===== config.mk =====
export PLATFORM = sky130hd
export DESIGN_NAME = angle_lqr_feedback_with_integral
export DESIGN_NICKNAME = d
export VERILOG_FILES = /design/src/sv/alqr_pkg.sv /design/src/sv/alqr_sermul.sv /design/src/sv/angle_lqr_feedback_with_integral.sv
export SDC_FILE = /design/constraint.sdc
export NUM_CORES = 2
export LEC_CHECK = 0
export BUFFER_PORTS_ARGS = -buffer_cell sky130_fd_sc_hd__buf_2
export CAP_MARGIN = 20
export CORE_MARGIN = 2
export CORE_UTILIZATION = 40
export CTS_CLUSTER_SIZE = 16
export DETAILED_ROUTE_END_ITERATION = 8
export PLACE_DENSITY = 0.54
export SLEW_MARGIN = 5
export SYNTH_ARGS = -nofsm -noshare
export SYNTH_HDL_FRONTEND = slang
export SYNTH_SLANG_ARGS = --single-unit

===== constraint.sdc =====
create_clock -name clk -period 10.35 [get_ports clk]
set_clock_uncertainty 0.1 [all_clocks]
set_input_delay 2.5875 -clock clk [delete_from_list [all_inputs] [get_ports clk]]
set_output_delay 2.5875 -clock clk [all_outputs]
set_load 0.01 [all_outputs]

===== src/sv/alqr_pkg.sv =====
// Shared constants and helpers for the angle LQR feedback block.
// Has no dependencies; every other file imports it.
`timescale 1ns / 1ps
`default_nettype none
package alqr_pkg;
    localparam int GAIN_W = 24;
    localparam int LIM_W = 31;
    localparam int DB_W = 15;
    localparam int DECAY_W = 16;
    localparam int ANG_W = 16;
    localparam int RATE_W = 20;
    localparam int DT_W = 20;
    localparam int OUT_W = 32;
    localparam int ERR_W = 17;
    localparam int CFG_W = 31;
    localparam int DECAY_THRESHOLD_DEF = 1229;
    localparam logic signed [ERR_W-1:0] PI_Q12 = 17'sd12868;
    localparam logic signed [ERR_W-1:0] TWO_PI_Q12 = 17'sd25736;

    localparam logic [2:0] REG_ANGLE_GAIN = 3'd0;
    localparam logic [2:0] REG_RATE_GAIN = 3'd1;
    localparam logic [2:0] REG_INT_GAIN = 3'd2;
    localparam logic [2:0] REG_OUT_LIMIT = 3'd3;
    localparam logic [2:0] REG_INT_ENABLE = 3'd4;
    localparam logic [2:0] REG_INT_BOUND = 3'd5;
    localparam logic [2:0] REG_DEADBAND = 3'd6;
    localparam logic [2:0] REG_DECAY = 3'd7;

    typedef struct packed {
        logic start;
        logic is_signed;
    } mul_ctl_t;
endpackage
`default_nettype wire


===== src/sv/alqr_sermul.sv =====
// Bit-serial shift-and-add multiplier, one multiplier bit per cycle.
// Depends on alqr_pkg for the control struct.
`timescale 1ns / 1ps
`default_nettype none
module alqr_sermul
    import alqr_pkg::*;
#(
    parameter int AW = 48,
    parameter int BW = 32
)
(
    input  wire                      clk,
    input  wire                      rst_n,
    input  mul_ctl_t                 ctl,
    input  wire logic signed [AW-1:0] a,
    input  wire logic signed [BW-1:0] b,
    output logic                     done,
    output logic signed [AW+BW-1:0]  p
);
    localparam int CW = $clog2(BW + 1);
    logic signed [AW+BW-1:0] acc_reg, acc_next, mcand_reg, mcand_next;
    logic [BW-1:0] mplier_reg, mplier_next;
    logic [CW-1:0] cnt_reg, cnt_next;
    logic busy_reg, busy_next, done_reg, done_next;
    logic sgn_reg, sgn_next;

    always_comb
    begin
        acc_next = acc_reg;
        mcand_next = mcand_reg;
        mplier_next = mplier_reg;
        cnt_next = cnt_reg;
        busy_next = busy_reg;
        sgn_next = sgn_reg;
        done_next = 1'b0;
        if (ctl.start)
        begin
            acc_next = '0;
            if (ctl.is_signed)
                mcand_next = (AW+BW)'(a);
            else
                mcand_next = (AW+BW)'($unsigned(a));
            mplier_next = b;
            cnt_next = '0;
            busy_next = 1'b1;
            sgn_next = ctl.is_signed;
        end
        else if (busy_reg)
        begin
            if (mplier_reg[0])
            begin
                if (cnt_reg == CW'(BW - 1) && sgn_reg)
                    acc_next = acc_reg - mcand_reg;
                else
                    acc_next = acc_reg + mcand_reg;
            end
            mcand_next = mcand_reg <<< 1;
            mplier_next = mplier_reg >> 1;
            cnt_next = cnt_reg + 1'b1;
            if (cnt_reg == CW'(BW - 1))
            begin
                busy_next = 1'b0;
                done_next = 1'b1;
            end
        end
    end

    always_ff @(posedge clk or negedge rst_n)
    begin
        if (!rst_n)
        begin
            busy_reg <= 1'b0;
            done_reg <= 1'b0;
            cnt_reg <= '0;
        end
        else
        begin
            busy_reg <= busy_next;
            done_reg <= done_next;
            cnt_reg <= cnt_next;
        end
    end

    always_ff @(posedge clk)
    begin
        acc_reg <= acc_next;
        mcand_reg <= mcand_next;
        mplier_reg <= mplier_next;
        sgn_reg <= sgn_next;
    end

    assign done = done_reg;
    assign p = acc_reg;
endmodule
`default_nettype wire


===== src/sv/angle_lqr_feedback_with_integral.sv =====
// Top level of the angle LQR feedback block with integral action.
// Depends on alqr_pkg and alqr_sermul.
`timescale 1ns / 1ps
`default_nettype none
// A control item keeps the block busy from when it is taken until its result is registered:
// the error is wrapped into range, then up to five products pass in turn through one
// bit-serial multiplier (angle, rate, then error times dt and integral gain when the integral
// is updated, then decay), followed by the integral clamp, the integral sum and the output
// clamp. A clear item does not make the block busy. One item is worked on at a time; the
// result waits in an output register and the next item is taken while it waits, but a
// finished item holds the block until the previous result has been taken.
module angle_lqr_feedback_with_integral
    import alqr_pkg::*;
#(
    parameter int DECAY_THRESHOLD = DECAY_THRESHOLD_DEF
)
(
    input  wire                       clk,
    input  wire                       rst_n,
    input  wire                       cfg_we,
    input  wire logic [2:0]           cfg_index,
    input  wire logic [CFG_W-1:0]     cfg_data,
    input  wire                       in_valid,
    output logic                      in_stall,
    input  wire                       mode,
    input  wire logic signed [ANG_W-1:0]  target_angle,
    input  wire logic signed [ANG_W-1:0]  measured_angle,
    input  wire logic signed [RATE_W-1:0] measured_rate,
    input  wire logic [DT_W-1:0]      elapsed_time,
    output logic                      out_valid,
    input  wire                       out_stall,
    output logic signed [OUT_W-1:0]   drive_out
);
    localparam int MA = 48;
    localparam int MB = 32;
    localparam int PW = MA + MB;

    localparam logic [3:0] S_IDLE = 4'd0;
    localparam logic [3:0] S_WRAP = 4'd1;
    localparam logic [3:0] S_M_ANG = 4'd2;
    localparam logic [3:0] S_M_RATE = 4'd3;
    localparam logic [3:0] S_M_EDT = 4'd4;
    localparam logic [3:0] S_M_IG = 4'd5;
    localparam logic [3:0] S_DECIDE = 4'd6;
    localparam logic [3:0] S_M_DEC = 4'd7;
    localparam logic [3:0] S_ACC = 4'd8;
    localparam logic [3:0] S_OUT = 4'd9;
    localparam logic [3:0] S_HOLD = 4'd10;

    logic signed [GAIN_W-1:0] ang_gain_reg, rate_gain_reg, int_gain_reg;
    logic [LIM_W-1:0] out_lim_reg, int_bound_reg;
    logic int_en_reg;
    logic [DB_W-1:0] deadband_reg;
    logic [DECAY_W-1:0] decay_reg;

    logic [3:0] state_reg, state_next;
    logic signed [ERR_W-1:0] err_reg, err_next;
    logic signed [RATE_W-1:0] rate_reg, rate_next;
    logic [DT_W-1:0] dt_reg, dt_next;
    logic signed [PW-1:0] fb_reg, fb_next, inc_reg, inc_next;
    logic signed [OUT_W-1:0] isum_reg, isum_next;
    logic signed [OUT_W-1:0] drive_reg, drive_next;
    logic ovalid_reg, ovalid_next;
    logic mstart_reg, mstart_next;
    logic signed [MA-1:0] ma_reg, ma_next;
    logic signed [MB-1:0] mb_reg, mb_next;
    mul_ctl_t mctl;
    logic mdone;
    logic signed [PW-1:0] mp;

    alqr_sermul #(.AW(MA), .BW(MB)) u_mul (
        .clk(clk), .rst_n(rst_n), .ctl(mctl), .a(ma_reg), .b(mb_reg),
        .done(mdone), .p(mp)
    );
    assign mctl.start = mstart_reg;
    assign mctl.is_signed = 1'b1;

    always_ff @(posedge clk or negedge rst_n)
    begin
        if (!rst_n)
        begin
            ang_gain_reg <= '0;
            rate_gain_reg <= '0;
            int_gain_reg <= '0;
            out_lim_reg <= '0;
            int_en_reg <= 1'b0;
            int_bound_reg <= '0;
            deadband_reg <= '0;
            decay_reg <= '0;
        end
        else if (cfg_we)
        begin
            case (cfg_index)
                REG_ANGLE_GAIN: ang_gain_reg <= cfg_data[GAIN_W-1:0];
                REG_RATE_GAIN:  rate_gain_reg <= cfg_data[GAIN_W-1:0];
                REG_INT_GAIN:   int_gain_reg <= cfg_data[GAIN_W-1:0];
                REG_OUT_LIMIT:  out_lim_reg <= cfg_data[LIM_W-1:0];
                REG_INT_ENABLE: int_en_reg <= cfg_data[0];
                REG_INT_BOUND:  int_bound_reg <= cfg_data[LIM_W-1:0];
                REG_DEADBAND:   deadband_reg <= cfg_data[DB_W-1:0];
                REG_DECAY:      decay_reg <= cfg_data[DECAY_W-1:0];
                default: ;
            endcase
        end
    end

    logic in_acc, out_acc;
    logic [ERR_W-1:0] aerr;
    logic signed [PW-1:0] rnd32, rnd16;
    logic signed [PW-1:0] isum_w, sum_w, lim_w, tot_w;
    logic same_sign;

    assign in_stall = (state_reg != S_IDLE);
    assign in_acc = in_valid && !in_stall;
    assign out_acc = ovalid_reg && !out_stall;
    assign aerr = err_reg[ERR_W-1] ? 17'(-err_reg) : 17'(err_reg);
    assign same_sign = (err_reg > 0 && isum_reg > 0) || (err_reg < 0 && isum_reg < 0);

    always_comb
    begin
        state_next = state_reg;
        err_next = err_reg;
        rate_next = rate_reg;
        dt_next = dt_reg;
        fb_next = fb_reg;
        inc_next = inc_reg;
        isum_next = isum_reg;
        drive_next = drive_reg;
        ovalid_next = ovalid_reg && !out_acc;
        mstart_next = 1'b0;
        ma_next = ma_reg;
        mb_next = mb_reg;
        rnd32 = (mp + PW'(64'sh80000000)) >>> 32;
        rnd16 = (mp + PW'(64'sd32768)) >>> 16;
        isum_w = '0;
        sum_w = '0;
        lim_w = '0;
        tot_w = '0;
        case (state_reg)
            S_IDLE:
            begin
                if (in_acc)
                begin
                    if (mode)
                        isum_next = '0;
                    else
                    begin
                        err_next = 17'(target_angle) - 17'(measured_angle);
                        rate_next = measured_rate;
                        dt_next = elapsed_time;
                        state_next = S_WRAP;
                    end
                end
            end
            S_WRAP:
            begin
                if (err_reg > PI_Q12)
                    err_next = err_reg - TWO_PI_Q12;
                else if (err_reg < -PI_Q12)
                    err_next = err_reg + TWO_PI_Q12;
                else
                begin
                    ma_next = MA'(ang_gain_reg);
                    mb_next = MB'(err_reg);
                    mstart_next = 1'b1;
                    state_next = S_M_ANG;
                end
            end
            S_M_ANG:
            begin
                if (mdone)
                begin
                    fb_next = mp;
                    ma_next = MA'(rate_gain_reg);
                    mb_next = MB'(rate_reg);
                    mstart_next = 1'b1;
                    state_next = S_M_RATE;
                end
            end
            S_M_RATE:
            begin
                if (mdone)
                begin
                    fb_next = (fb_reg - mp + PW'(64'sd2048)) >>> 12;
                    if (int_en_reg && dt_reg != '0 && aerr > 17'(deadband_reg))
                    begin
                        ma_next = MA'(err_reg);
                        mb_next = MB'({1'b0, dt_reg});
                        mstart_next = 1'b1;
                        state_next = S_M_EDT;
                    end
                    else
                        state_next = S_ACC;
                end
            end
            S_M_EDT:
            begin
                if (mdone)
                begin
                    ma_next = mp[MA-1:0];
                    mb_next = MB'(int_gain_reg);
                    mstart_next = 1'b1;
                    state_next = S_M_IG;
                end
            end
            S_M_IG:
            begin
                if (mdone)
                begin
                    inc_next = rnd32;
                    state_next = S_DECIDE;
                end
            end
            S_DECIDE:
            begin
                if (decay_reg != '0 && same_sign && aerr > 17'(DECAY_THRESHOLD))
                begin
                    ma_next = inc_reg[MA-1:0];
                    mb_next = MB'({1'b0, 17'h10000 - 17'(decay_reg)});
                    mstart_next = 1'b1;
                    state_next = S_M_DEC;
                end
                else
                    state_next = S_ACC;
                isum_w = PW'(isum_reg) + inc_reg;
                lim_w = PW'({1'b0, int_bound_reg});
                if (state_next == S_ACC)
                begin
                    if (isum_w > lim_w)
                        isum_next = OUT_W'(lim_w);
                    else if (isum_w < -lim_w)
                        isum_next = OUT_W'(-lim_w);
                    else
                        isum_next = OUT_W'(isum_w);
                end
            end
            S_M_DEC:
            begin
                if (mdone)
                begin
                    isum_w = PW'(isum_reg) + rnd16;
                    lim_w = PW'({1'b0, int_bound_reg});
                    if (isum_w > lim_w)
                        isum_next = OUT_W'(lim_w);
                    else if (isum_w < -lim_w)
                        isum_next = OUT_W'(-lim_w);
                    else
                        isum_next = OUT_W'(isum_w);
                    state_next = S_ACC;
                end
            end
            S_ACC:
            begin
                if (int_en_reg && dt_reg != '0)
                    fb_next = fb_reg + PW'(isum_reg);
                state_next = S_OUT;
            end
            S_OUT:
            begin
                sum_w = fb_reg;
                lim_w = PW'({1'b0, out_lim_reg});
                if (sum_w > lim_w)
                    tot_w = lim_w;
                else if (sum_w < -lim_w)
                    tot_w = -lim_w;
                else
                    tot_w = sum_w;
                if (!ovalid_reg || out_acc)
                begin
                    drive_next = OUT_W'(tot_w);
                    ovalid_next = 1'b1;
                    state_next = S_IDLE;
                end
            end
            default: state_next = S_IDLE;
        endcase
    end

    always_ff @(posedge clk or negedge rst_n)
    begin
        if (!rst_n)
        begin
            state_reg <= S_IDLE;
            ovalid_reg <= 1'b0;
            mstart_reg <= 1'b0;
            isum_reg <= '0;
        end
        else
        begin
            state_reg <= state_next;
            ovalid_reg <= ovalid_next;
            mstart_reg <= mstart_next;
            isum_reg <= isum_next;
        end
    end

    always_ff @(posedge clk)
    begin
        err_reg <= err_next;
        rate_reg <= rate_next;
        dt_reg <= dt_next;
        fb_reg <= fb_next;
        inc_reg <= inc_next;
        drive_reg <= drive_next;
        ma_reg <= ma_next;
        mb_reg <= mb_next;
    end

    assign out_valid = ovalid_reg;
    assign drive_out = drive_reg;
endmodule
`default_nettype wire


* Yosys cells after proc, flatten, opt, wreduce, memory -nomap -nowiden
Cells that the tools add are included.
Widths: inputs -> output; s select.
** Storage, ports and cells
- Bits of input ports :: 112
- Word-level logic and storage cells :: 209
- Output and inout bits :: 34
- Flip-flop bits (word level) :: 701
** Cells by class
- Bitwise logic cells :: 1
- Order comparisons :: 14
- Reduce and logical (&&, ||, !) cells :: 43
- $add $sub $neg :: 17
- Eq/ne operators :: 34
- Muxes and demuxes :: 73
** Operators by type and width (number)
- $mux 32 :: 18
- $mux 80 :: 6
- $mux 48 :: 7
- $pmux 48 s5 :: 1
- $pmux 80 s3 :: 1
- $neg 31->80 :: 2
- $pmux 32 s5 :: 1
- $sub 80x80->80 :: 2
- $pmux 32 s3 :: 1
- $mux 17 :: 5
- $add 80x13->80 const B :: 1
- $add 80x17->80 const B :: 1
- $add 80x32->80 :: 1
- $add 80x33->80 const B :: 1
- $add 80x80->80 :: 1
- $gt 80x32->1 :: 1
- $lt 49x80->1 :: 1
- $lt 65x80->1 :: 1
- $lt 80x80->1 :: 1
- $add 32x64->65 :: 1
- $gt 65x32->1 :: 1
- $mux 4 :: 13
- $add 32x48->49 :: 1
- $gt 49x32->1 :: 1
- 50 further kinds :: 112

* Depth between registers and ports, before layout
- Word-level depth :: 10
- Mapped depth :: 43
- Gate-level depth less buffers :: 40

* By module
From an unflattened synthesis, not the netlist that was laid out.
** Unflattened totals
- Cells, all modules :: 7624
- Area, all modules :: 66377.4 um^2
** Modules (own cells, without submodules)
- angle_lqr_feedback_with_integral :: times used 1, area an instance 52130.0 um^2, cells each 6007
- alqr_sermul :: times used 1, area an instance 14247.4 um^2, cells each 1617

* Least setup slack after synthesis
OpenSTA, ideal clock, no wires.
- Path kind :: register -> register
- Start :: register u_mul.acc_reg[32], in the netlist u_mul.p[32]
- End :: register isum_reg[10]
- Arrival :: 8.935 ns
- Clock period less this slack :: 9.168 ns
- Path slack :: 1.182 ns
- Data required time :: 10.117 ns
- Stages on the path, launching flop included :: 43
- Setup time :: 0.133 ns
- Path through :: dfxtp_1 ha_1 nand3_1 nor4_1 and3_1 and2_1 nand3_1 or3_1 nor3_1 nand3_1 nor4_1 and3_1 nand3_1 nor2_1 xnor2_1 ha_1 clkbuf_1 a21o_1 [7 not listed] nor2_1 o22ai_1 ha_1 a21oi_1 nor2b_1 o21ai_0 nand2b_1 a21oi_1 o21ai_0 a211o_1 a21oi_1 nor2_1 clkbuf_1 clkbuf_1 mux2i_1 mux2i_1 a22oi_1 o21ai_0
** Between the ends
- Longest elaborated chain between the ends :: 7
- Elaborated cells between the ends (all ways) :: 8
- Those cells by class :: add/sub (2); order compare (2); mux (4)
** RTL lines
- start, declared :: RTL line alqr_sermul.sv:21 : logic signed [AW+BW-1:0] acc_reg, acc_next, mcand_reg, mcand_next;
- start signal, assigned :: RTL line alqr_sermul.sv:86 : acc_reg <= acc_next;
- $add 80x17->80 (*) :: RTL line angle_lqr_feedback_with_integral.sv:134 : rnd16 = (mp + PW'(64'sd32768)) >>> 16;
- $add 32x64->65 (*) :: RTL line angle_lqr_feedback_with_integral.sv:241 : isum_w = PW'(isum_reg) + rnd16;
- $lt 65x80->1 :: RTL line angle_lqr_feedback_with_integral.sv:245 : else if (isum_w < -lim_w)
- $mux 32 :: RTL line angle_lqr_feedback_with_integral.sv:245
- $mux 32 (*) :: RTL line angle_lqr_feedback_with_integral.sv:243 : if (isum_w > lim_w)
- $mux 32 (*) :: RTL line angle_lqr_feedback_with_integral.sv:239 : if (mdone)
- $pmux 32 s3 (*) :: RTL line angle_lqr_feedback_with_integral.sv:139 : case (state_reg)
- end signal, assigned :: RTL line angle_lqr_feedback_with_integral.sv:293 : isum_reg <= isum_next;
- end, declared :: RTL line angle_lqr_feedback_with_integral.sv:61 : logic signed [OUT_W-1:0] isum_reg, isum_next;
Mark *: on every way between the ends. The rest lies on a longest branch, timed or not. The select of a mux whose other input is x is not followed.
A chain may end at the register's enable or synchronous reset.

* Final worst setup path
- Start :: register u_mul.acc_reg[33], in the netlist u_mul.p[33]
- End :: register isum_reg[5]
The elaborated chain is that of the path after synthesis.

==> impl_results.md <==
- Initial core utilization: between 40 and 50%
- Post-synth top flop: edfxtp_1
- Slew Limit Fails: 0
- Synth Instances: about 7,500
- Antenna Nets Post-Route: 0
- Simple-gate share of the synthesized area: approximately 16%
- Max FO, Critical Path: 14
- First-pass GRT wire length: roughly 380 mm
- Gr ovfl total: 0
- Final worst slack: approximately 0.71 ns
- Worst-Margin Slew: ~1.2 ns
- Drt drc: 0
- Antenna violations before repair: 30
- Share of post-route cells with drive strength above 1: 10.5%
- Layout area overhead: 10.1%
- Synth async-reset ratio: between 30% and 40%
- Hpwl dp: 206 mm
- CTS root buffer: clkbuf_16
- Core Region: 162,000 µm²
- Synth Area in Adders: 15.7%
- Aggregate routed wire length: between 200 and 300 mm
- IO Pins: around 150
- Critical Path RT: ~11 ns
- Setup_tns: 0 ns
- Yosys cell types: 98
- CTS buffer count: 85
- Die area: around 170,000 µm²
- Sequential share of the synthesized area: 29.0%
- Synth Register Bits: 693
- Crit path launch type: flop
- Multiplexer share of the synthesized area: 5.72%
- CP Class: flop to flop
- Die extent in x: 408 µm
- Leak Pwr: 29.9 nW
- Compound-cell area share of the yosys netlist: about 22%
- Final Cell Area: ~72,000 µm²
- CTS tree: yes
- Drt pass-1 iters: 8
- Max Freq: between 100 and 150 MHz
- Buffers on Ports: 145
- Latest clock arrival within the worst-skew pair: 0.75 ns
- Worst hold slack: 0.405 ns
- H-tree levels: 3
- Max incr delay on CP: 0.73 ns
- Largest family of logic cells by synthesized area: compound AO/OA/AOI/OAI gates
- DR WL/cell: roughly 26 µm
- DP Cell Count: 9,616
- Number of enable flip-flop cells after synthesis: roughly 400
- Crit path capture type: flop
- Chip height: roughly 410 µm
- Clock Path Buffers: 3
- Hold Vio Cnt, Final: 0
- Initial DRC Count: 6,483
- Unrepaired setup endpoints after global routing: false
- Worst hold path type: flop to flop
- Vias: roughly 60,000
- Final period utilization: between 90 and 100%
- Total Routing Usage GR: between 30% and 40%
- Final nets: ~8,500
- Clock sinks: slightly below 700
- Fillcell total: 16,000
- Number of global-route vias before repair: about 57,000
- Slowest CP cell: dfxtp_1
- Min Tclk post-route: just under 10 ns
- P per Cell Area: 110 nW/µm²
- CP arrival: ~10 ns
- Post-synthesis average cell area: approximately 8.7 µm²
- Final setup viols: 0
- Post-Synthesis Cell Area: ~65,000 µm²
- YS warnings: 0
- Placed Area: 68,800 µm²
- Worst slack at placement: about 0.62 ns
- Post-Synth XOR/XNOR Area: ~8%
- Finished Layout Cells: 9,786
- GP Congestion: slightly above 1
- Row cnt: between 100 and 150
- Slew headroom: 22.8%
- Largest net degree at the start of global routing: 140
- Syn nets: 8,422
- Peak supply drop: ~140 µV
- Max capacitance violation total: 0
- Via-to-Cell Ratio: around 6
- Clock transition at the registers of the reported paths: around 0.070 ns
- Run status: complete, no violations
[timing repair]
item                                    in CTS  in global routing
hold buffers                                 0                  0
gates resized for setup                      0                  6
setup buffers                                0                  0
endpoints found under the setup margin       0                 23
endpoints found under the hold margin        0                  0
[metrics by stage]
| stage | power [mW] | utilization [%] |
|---|---|---|
| floorplan | 4.20 | - |
| global placement | 4.67 | 42.3 |
| detailed placement | 4.69 | 42.3 |
| CTS | 7.95 | 44.2 |
| global route | 8.25 | 44.2 |
| finish | 7.93 | 44.3 |
[synth_stat cells (all sizes together) (137+ instances only)]
library cell	n	area, µm²
nand2	669	2510
edfxtp	401	12000
a21oi	705	3530
xnor2	428	3750
ha	808	10100
nor2	482	1820
mux2	265	2980
o21ai	496	2480
xor2	160	1400
a21o	323	2420
nand4	173	1090
dfrtp	212	5310
nand3	137	691
clkbuf	299	1120
inv	365	1370
[power breakdown]
part           total [mW]  switching (mW)  leakage (nW)  internal (mW)
Combinational        1.46           0.845          22.2          0.618
Sequential           3.22           0.143          6.34           3.07
Clock                3.25            1.38          1.44           1.87
[layout by cell type (no fill, tap or decap), types with 88 or more instances in the layout]
cell type / count
nand3_1: 135
mux2_2: 265
xor2_1: 160
o21ai_0: 493
nor2_1: 475
nor2b_1: 88
xnor2_1: 428
a21o_1: 323
nor4_1: 116
inv_1: 365
nand2_1: 667
buf_4: 142
a21oi_1: 701
nand4_1: 172
edfxtp_1: 401
ha_1: 808
dfrtp_1: 209
buf_2: 144
nor3_1: 124
[final cells by class]
cell class                 count  area (µm²)  area share [%]
inverter                     368        1380            1.92
clock buffer                 106        2290            3.18
antenna                        6        15.0          0.0209
multi-input combinational   6093       43900            61.1
timing repair buffer         291        1880            2.62
clock inverter                54         714           0.994
sequential                   693       19000            26.4
tap                         2175        2720            3.79
[cell families (layout without fill, tap and decap cells)]
kind of cell               count (synthesis)  in the layout
AOI/OAI and AO/OA                       2255           2255
and+or+nand+nor                         2095           2096
adders and majority gates                814            814
buffers and inverters                    711            819
DFF                                      693            693
xor gates and xnor gates                 588            588
muxes                                    340            340
other                                      0              6
[critical path, delay by kind of cell (launching register included)]
family,cells,cell delay (ns)
flip-flops,1,0.73
buffers and inverters,4,0.74
AO/OA/AOI/OAI,15,3.21
adder cells (fa/ha/maj),2,0.57
AND/OR/NAND/NOR,18,3.56
XOR/XNOR,1,0.15
multiplexers,2,0.37
[layer usage]
layer  up-vias  wire length (µm)  global-route usage (%)
met5         -               136                       0
met4        18              7580                    8.44
li1      28000                 -                       -
met2      2365            110000                    45.2
met3       343             23400                    5.41
met1     29600            119000                    43.8
[path summary, 6_finish.rpt]
check / slack [ns] / end / cells past startpoint / startpoint
setup reg to reg: 0.71 / isum_reg[5]$_DFFE_PN0P_ / 42 / u_mul.p[33]$_SDFFE_PP0P_
min in group asynchronous: 1.73 / deadband_reg[9]$_DFFE_PN0P_ / 1 / rst_n
hold / removal: 0.41 / deadband_reg[14]$_DFFE_PN0P_ / 1 / deadband_reg[14]$_DFFE_PN0P_
setup / recovery: 0.71 / isum_reg[5]$_DFFE_PN0P_ / 42 / u_mul.p[33]$_SDFFE_PP0P_
max in group asynchronous: 6.87 / isum_reg[31]$_DFFE_PN0P_ / 2 / rst_n
hold reg to reg: 0.41 / deadband_reg[14]$_DFFE_PN0P_ / 1 / deadband_reg[14]$_DFFE_PN0P_
(Power assumes the default switching activity.)
